File: src/rtl/pscd_pkg.sv
package pscd_pkg;

    localparam int CFG_IDX_W  = 3;
    localparam int CFG_DATA_W = 16;
    localparam int GAIN_W     = 8;
    localparam int DRIVE_W    = 16;
    localparam int SUM_W      = 32;

    localparam logic [CFG_IDX_W-1:0] CFG_KP_GAIN  = 3'd0;
    localparam logic [CFG_IDX_W-1:0] CFG_KI_GAIN  = 3'd1;
    localparam logic [CFG_IDX_W-1:0] CFG_KD_GAIN  = 3'd2;
    localparam logic [CFG_IDX_W-1:0] CFG_OUT_MAX  = 3'd3;
    localparam logic [CFG_IDX_W-1:0] CFG_OUT_MIN  = 3'd4;
    localparam logic [CFG_IDX_W-1:0] CFG_DEADBAND = 3'd5;

    localparam logic [GAIN_W-1:0]         KP_RESET       = 8'd3;
    localparam logic [GAIN_W-1:0]         KI_RESET       = 8'd1;
    localparam logic [GAIN_W-1:0]         KD_RESET       = 8'd0;
    localparam logic signed [DRIVE_W-1:0] OUT_MAX_RESET  = 16'sd1800;
    localparam logic signed [DRIVE_W-1:0] OUT_MIN_RESET  = -16'sd1800;
    localparam logic [GAIN_W-1:0]         DEADBAND_RESET = 8'd3;

    typedef struct packed {
        logic [GAIN_W-1:0]         kp_gain;
        logic [GAIN_W-1:0]         ki_gain;
        logic [GAIN_W-1:0]         kd_gain;
        logic signed [DRIVE_W-1:0] out_max;
        logic signed [DRIVE_W-1:0] out_min;
        logic [GAIN_W-1:0]         deadband;
    } t_cfg;

endpackage

File: src/rtl/pscd_cfg_regs.sv
module pscd_cfg_regs (
    input  logic                             i_clk,
    input  logic                             i_rst_n,
    input  logic                             i_cfg_we,
    input  logic [pscd_pkg::CFG_IDX_W-1:0]   i_cfg_idx,
    input  logic [pscd_pkg::CFG_DATA_W-1:0]  i_cfg_wdata,
    output pscd_pkg::t_cfg                   o_cfg
);
    import pscd_pkg::*;

    t_cfg r_cfg;

    always_ff @(posedge i_clk) begin
        if (!i_rst_n) begin
            r_cfg.kp_gain  <= KP_RESET;
            r_cfg.ki_gain  <= KI_RESET;
            r_cfg.kd_gain  <= KD_RESET;
            r_cfg.out_max  <= OUT_MAX_RESET;
            r_cfg.out_min  <= OUT_MIN_RESET;
            r_cfg.deadband <= DEADBAND_RESET;
        end else if (i_cfg_we) begin
            unique case (i_cfg_idx)
                CFG_KP_GAIN:  r_cfg.kp_gain  <= i_cfg_wdata[GAIN_W-1:0];
                CFG_KI_GAIN:  r_cfg.ki_gain  <= i_cfg_wdata[GAIN_W-1:0];
                CFG_KD_GAIN:  r_cfg.kd_gain  <= i_cfg_wdata[GAIN_W-1:0];
                CFG_OUT_MAX:  r_cfg.out_max  <= signed'(i_cfg_wdata[DRIVE_W-1:0]);
                CFG_OUT_MIN:  r_cfg.out_min  <= signed'(i_cfg_wdata[DRIVE_W-1:0]);
                CFG_DEADBAND: r_cfg.deadband <= i_cfg_wdata[GAIN_W-1:0];
                default: ; // drop writes to unmapped indexes
            endcase
        end
    end

    assign o_cfg = r_cfg;

endmodule

File: src/rtl/pscd_core.sv
module pscd_core #(
    parameter int SAMPLE_WIDTH = 16
) (
    input  logic                                   i_clk,
    input  logic                                   i_rst_n,
    input  logic                                   i_fire,
    input  logic signed [SAMPLE_WIDTH-1:0]         i_reference,
    input  logic signed [SAMPLE_WIDTH-1:0]         i_feedback,
    input  pscd_pkg::t_cfg                         i_cfg,
    output logic signed [pscd_pkg::DRIVE_W-1:0]    o_drive
);
    import pscd_pkg::*;

    localparam int ERR_W  = SAMPLE_WIDTH + 1;
    localparam int DIFF_W = SAMPLE_WIDTH + 2;
    localparam int PKP_W  = ERR_W + GAIN_W + 1;
    localparam int PKI_W  = SUM_W + GAIN_W + 1;
    localparam int PKD_W  = DIFF_W + GAIN_W + 1;
    localparam int ACC_W  = (PKD_W + 3 > PKI_W + 2) ? PKD_W + 3 : PKI_W + 2;

    logic signed [ERR_W-1:0]   r_last_error;
    logic signed [SUM_W-1:0]   r_error_sum;
    logic signed [DRIVE_W-1:0] r_last_drive;

    logic signed [ERR_W-1:0]   err;
    logic signed [DIFF_W-1:0]  diff;
    logic signed [SUM_W:0]     sum_wide;
    logic signed [SUM_W-1:0]   n_error_sum;
    logic signed [ERR_W-1:0]   db_s;
    logic                      in_band;
    logic signed [GAIN_W:0]    kp_s;
    logic signed [GAIN_W:0]    ki_s;
    logic signed [GAIN_W:0]    kd_s;
    logic signed [PKP_W-1:0]   p_kp;
    logic signed [PKI_W-1:0]   p_ki;
    logic signed [PKD_W-1:0]   p_kd;
    logic signed [ACC_W-1:0]   acc;
    logic signed [ACC_W-1:0]   drv_raw;
    logic signed [ACC_W-1:0]   max_ext;
    logic signed [ACC_W-1:0]   min_ext;
    logic signed [DRIVE_W-1:0] n_last_drive;

    always_comb begin
        err  = ERR_W'(i_reference) - ERR_W'(i_feedback);
        diff = DIFF_W'(err) - DIFF_W'(r_last_error);

        // saturate the integral instead of wrapping
        sum_wide = (SUM_W + 1)'(r_error_sum) + (SUM_W + 1)'(err);
        if (sum_wide[SUM_W] != sum_wide[SUM_W-1]) begin
            n_error_sum = sum_wide[SUM_W] ? {1'b1, {(SUM_W-1){1'b0}}}
                                          : {1'b0, {(SUM_W-1){1'b1}}};
        end else begin
            n_error_sum = sum_wide[SUM_W-1:0];
        end

        db_s    = signed'({{(ERR_W-GAIN_W){1'b0}}, i_cfg.deadband});
        in_band = (err < db_s) && (err > -db_s);

        kp_s = signed'({1'b0, i_cfg.kp_gain});
        ki_s = signed'({1'b0, i_cfg.ki_gain});
        kd_s = signed'({1'b0, i_cfg.kd_gain});
        p_kp = PKP_W'(kp_s) * PKP_W'(err);
        p_ki = PKI_W'(ki_s) * PKI_W'(n_error_sum);
        p_kd = PKD_W'(kd_s) * PKD_W'(diff);
        acc  = ACC_W'(p_kp) + ACC_W'(p_ki) + ACC_W'(p_kd);

        // the held drive is clamped again against the current limits
        if (in_band) begin
            drv_raw = ACC_W'(r_last_drive);
        end else begin
            drv_raw = acc >>> 1;
        end

        max_ext = ACC_W'(i_cfg.out_max);
        min_ext = ACC_W'(i_cfg.out_min);
        priority if (drv_raw >= max_ext) begin
            n_last_drive = i_cfg.out_max;
        end else if (drv_raw <= min_ext) begin
            n_last_drive = i_cfg.out_min;
        end else begin
            n_last_drive = drv_raw[DRIVE_W-1:0];
        end
    end

    always_ff @(posedge i_clk) begin
        if (!i_rst_n) begin
            r_last_error <= '0;
            r_error_sum  <= '0;
            r_last_drive <= '0;
        end else if (i_fire) begin
            r_last_error <= err;
            r_error_sum  <= n_error_sum;
            r_last_drive <= n_last_drive;
        end
    end

    assign o_drive = n_last_drive;

endmodule

File: src/rtl/pid_speed_controller_deadband.sv
// Channel  | Valid        | Stall        | Payload
// ---------+--------------+--------------+-------------------------------
// input    | i_in_valid   | o_in_stall   | i_reference, i_feedback
// output   | o_out_valid  | i_out_stall  | o_drive
// config   | i_cfg_we     | (none)       | i_cfg_idx, i_cfg_wdata
//
// One transaction per cycle sustained while i_out_stall is low. An accepted
// transaction is held in the input register and then loads the result register,
// where o_out_valid rises (input register, then result register).
// The controller state updates in the same cycle the result register loads,
// so each item sees the state left by the one before it.
// Synchronous active-low reset clears the state, both valid flags and the
// configuration to its defaults.
// A stall on the output holds the result register and backs up into the input
// register; o_in_stall rises only when both hold a transaction.
module pid_speed_controller_deadband #(
    parameter int SAMPLE_WIDTH = 16
) (
    input  logic                                   i_clk,
    input  logic                                   i_rst_n,
    input  logic                                   i_in_valid,
    output logic                                   o_in_stall,
    input  logic signed [SAMPLE_WIDTH-1:0]         i_reference,
    input  logic signed [SAMPLE_WIDTH-1:0]         i_feedback,
    output logic                                   o_out_valid,
    input  logic                                   i_out_stall,
    output logic signed [pscd_pkg::DRIVE_W-1:0]    o_drive,
    input  logic                                   i_cfg_we,
    input  logic [pscd_pkg::CFG_IDX_W-1:0]         i_cfg_idx,
    input  logic [pscd_pkg::CFG_DATA_W-1:0]        i_cfg_wdata
);
    import pscd_pkg::*;

    t_cfg cfg;

    logic                      r_in_valid;
    logic signed [SAMPLE_WIDTH-1:0] r_reference;
    logic signed [SAMPLE_WIDTH-1:0] r_feedback;
    logic                      r_out_valid;
    logic signed [DRIVE_W-1:0] r_drive;
    logic signed [DRIVE_W-1:0] core_drive;
    logic                      fire;
    logic                      in_take;

    assign fire       = r_in_valid && (!r_out_valid || !i_out_stall);
    assign o_in_stall = r_in_valid && !fire;
    assign in_take    = i_in_valid && !o_in_stall;

    pscd_cfg_regs u_cfg_regs (
        .i_clk       (i_clk),
        .i_rst_n     (i_rst_n),
        .i_cfg_we    (i_cfg_we),
        .i_cfg_idx   (i_cfg_idx),
        .i_cfg_wdata (i_cfg_wdata),
        .o_cfg       (cfg)
    );

    pscd_core #(
        .SAMPLE_WIDTH (SAMPLE_WIDTH)
    ) u_core (
        .i_clk       (i_clk),
        .i_rst_n     (i_rst_n),
        .i_fire      (fire),
        .i_reference (r_reference),
        .i_feedback  (r_feedback),
        .i_cfg       (cfg),
        .o_drive     (core_drive)
    );

    always_ff @(posedge i_clk) begin
        if (!i_rst_n) begin
            r_in_valid <= 1'b0;
        end else if (in_take) begin
            r_in_valid <= 1'b1;
        end else if (fire) begin
            r_in_valid <= 1'b0;
        end
    end

    always_ff @(posedge i_clk) begin
        if (in_take) begin
            r_reference <= i_reference;
            r_feedback  <= i_feedback;
        end
    end

    always_ff @(posedge i_clk) begin
        if (!i_rst_n) begin
            r_out_valid <= 1'b0;
        end else if (fire) begin
            r_out_valid <= 1'b1;
        end else if (!i_out_stall) begin
            r_out_valid <= 1'b0;
        end
    end

    always_ff @(posedge i_clk) begin
        if (fire) begin
            r_drive <= core_drive;
        end
    end

    assign o_out_valid = r_out_valid;
    assign o_drive     = r_drive;

endmodule

File: config.mk
export PLATFORM = sky130hd
export DESIGN_NAME = pid_speed_controller_deadband
export DESIGN_NICKNAME = d
export VERILOG_FILES = /design/src/rtl/pscd_pkg.sv /design/src/rtl/pscd_cfg_regs.sv /design/src/rtl/pscd_core.sv /design/src/rtl/pid_speed_controller_deadband.sv
export SDC_FILE = /design/constraint.sdc
export NUM_CORES = 2
export LEC_CHECK = 0
export BUFFER_PORTS_ARGS = -buffer_cell sky130_fd_sc_hd__buf_2
export CAP_MARGIN = 20
export CORE_ASPECT_RATIO = 0.5
export CORE_MARGIN = 2
export CORE_UTILIZATION = 45
export DETAILED_ROUTE_END_ITERATION = 10
export PLACE_DENSITY_LB_ADDON = 0.25
export SLEW_MARGIN = 10
export SYNTH_ARGS = -nofsm -noshare
export SYNTH_HDL_FRONTEND = slang
export SYNTH_SLANG_ARGS = --single-unit
File: constraint.sdc
create_clock -name i_clk -period 16.7 [get_ports i_clk]
set_input_delay 1.67 -clock i_clk [delete_from_list [all_inputs] [get_ports i_clk]]
set_output_delay 1.67 -clock i_clk [all_outputs]
set_load 0.005 [all_outputs]
==> qor.yml <==
critPathMaxStageDelay_ps: 580
area_growth_pct: 7.32
crit_path_frequent_cell: "fa_1"
antenna_found_initial: 6
synth_edf_count: 48
grt_max_degree: 89
end_kind: "register"
critPathKind: "reg -> reg"
hold_path.class: "reg -> reg"
rrSetupSlack_ps: 750
wl_um: 97500
setup_violations: 0
arrival_ps: 16190
firstDrtPassIters: 5
globalRouteTotalUtil_pct: 26.0
synth.most_common_cell: "inv_1"
hold_viol_final: 0
cts.htree.levels: 4
post-route-cell-area_um2: 36800
grt_pass1_vias: 28000
dieHeight_um: 199
worstMarginPinSlew_ps: 1180
dp_cells: 4903
final_util_pct: 48.9
ant_nets: 0
min_path_cells: 2
rows: 71
clock_latency_ps: 490
ctsHoldBuffers: 0
worst_r2r_path_depth: 61
clk_pin_slew_ps: 80
ys_seq_area_share_pct: 11.8
start_util_pct: 45.5
wire_per_inst_um: 19.7
rsz0062_at_grt: "false"
slew_headroom_pct: 20.5
core_um2: 75300
slew_viol_final: 0
layout-drive-gt1-share_pct: 7.28
synth_flop_cell: "dfxtp_1"
synth_common_cells: "inv_1, fa_1, nand2_1"
placed_area_um2: 36000
grt_pass1_wl_um: 158000
fin_tns_setup_ps: 0
synthesis.area_um2: 34300
critPathSlowestCell: "fa_1"
vias: 26800
synth_cells: 3869
clockBufferDepth: 2
via_per_inst: 5.43
die_x_um: 394
yosys-top-cells-area: "fa_1, ha_1, inv_1"
synth.distinct_cells: 72
yosysTopAreaCellShare_pct: 35.3
clock-skew-final_ps: 17.7
syn_nets: 4863
critPathRequiredTime_ps: 16950
ios: 74
cts_tree: "built"
grt-ovfl-total: 0
cts-root-buf: "clkbuf_16"
max_freq_mhz: 62.7
finalWeightedCongestion: 0.928
synth_largest_area_cell: "fa_1"
drt_iter0_drc: 1886
min_period_ps: 15950
clock-sinks: 179
maxCapViolations: 0
status: "finished clean"
ys_ff_latch: 179
finalNonFillerCells: 4941
hpwl_um: 79200
nets: 4898
synthArstFlopShare_pct: 0
start_kind: "register"
port_buffers: 73
die-area_um2: 78600
syn_avg_cell_area_um2: 8.87
numCtsBuffers: 17
fin_crit_sh_pct: 95.5
drc: 0
path_max_fanout: 16
yosys_warnings: 0
-- worst max-delay path, delay by kind of cell, from the launching register on --
family	cells	cell delay [ps]
compound gates	26	5730
xor+xnor	2	330
simple gates	11	2420
flops	1	390
buf+inv	10	1370
fa+ha+maj	12	5420
-- state kept, by name, summed over array words and instances (netlist names) --
signal,count
u_core.r_error_sum,32
u_cfg_regs.o_cfg,64
o_drive,16
o_out_valid,1
u_core.r_last_drive,16
u_core.r_last_error,17
r_reference,16
r_in_valid,1
r_feedback,16
-- path summary, 6_finish.rpt --
check | startpoint | endpoint
max | r_reference[8]$_DFFE_PP_ | o_drive[2]$_DFFE_PP_
max reg2reg | r_reference[8]$_DFFE_PP_ | o_drive[2]$_DFFE_PP_
min | u_cfg_regs.o_cfg[50]$_SDFFE_PN0P_ | u_cfg_regs.o_cfg[50]$_SDFFE_PN0P_
min reg2reg | u_cfg_regs.o_cfg[50]$_SDFFE_PN0P_ | u_cfg_regs.o_cfg[50]$_SDFFE_PN0P_
-- logic make-up after synthesis --
logic type | Yosys count | synth area share, %
XOR/XNOR | 96 | 2.45
multiplexers | 20 | 0.602
AO/OA/AOI/OAI | 645 | 12.7
AND/OR/NAND/NOR | 1053 | 14.6
adder cells (fa/ha/maj) | 938 | 47.5
flip-flops | 179 | 11.8
buffers and inverters | 938 | 10.4
-- per-layer routing --
metal	track usage [%]	vias up	share of wire, %
met2	39.9	857	43
met5	0	-	0.052
met3	6.29	167	8.9
met1	36.8	13500	45
li1	-	12300	-
met4	6.45	8	2.5
-- layout make-up --
type | instances | area (um^2)
clock inverter | 15 | 196
multi-input combinational | 2752 | 26800
tap | 1022 | 1280
fill | 7248 | 38500
antenna | 2 | 5.00
inverter | 798 | 3000
clock buffer | 17 | 425
sequential | 179 | 4060
timing repair buffer | 156 | 1000
-- stage by stage --
| stage | setup slack, ps | hold slack [ps] |
|---|---|---|
| 6_report | 755 | 467 |
| 2_1_floorplan | 1250 | 443 |
| 5_1_grt | 15.9 | 488 |
| 3_5_place_dp | -599 | 459 |
| 4_1_cts | 77.0 | 471 |
| 3_3_place_gp | -123 | 453 |
-- layout by cell type (no fill, tap or decap), types with 63 or more instances in the layout --
master   synthesis  routed
a21o_1          67      66
a21oi_1        116     115
and2_1         192     190
buf_2            4      73
buf_4            0      82
dfxtp_1        131     131
fa_1           605     605
ha_1           333     331
inv_1          797     796
nand2_1        523     518
nor2_1          87      87
o21ai_0        135     133
xnor2_1         64      63
-- timing repair --
action	CTS	global route
pin swaps	1	5
endpoints found under the setup margin	32	32
cloned	0	0
buffers inserted	1	3
gates resized for setup	13	27
Power is left out: the tool's default activity adds up to more than one toggle a clock period on the data nets, which glitch-free logic cannot reach.
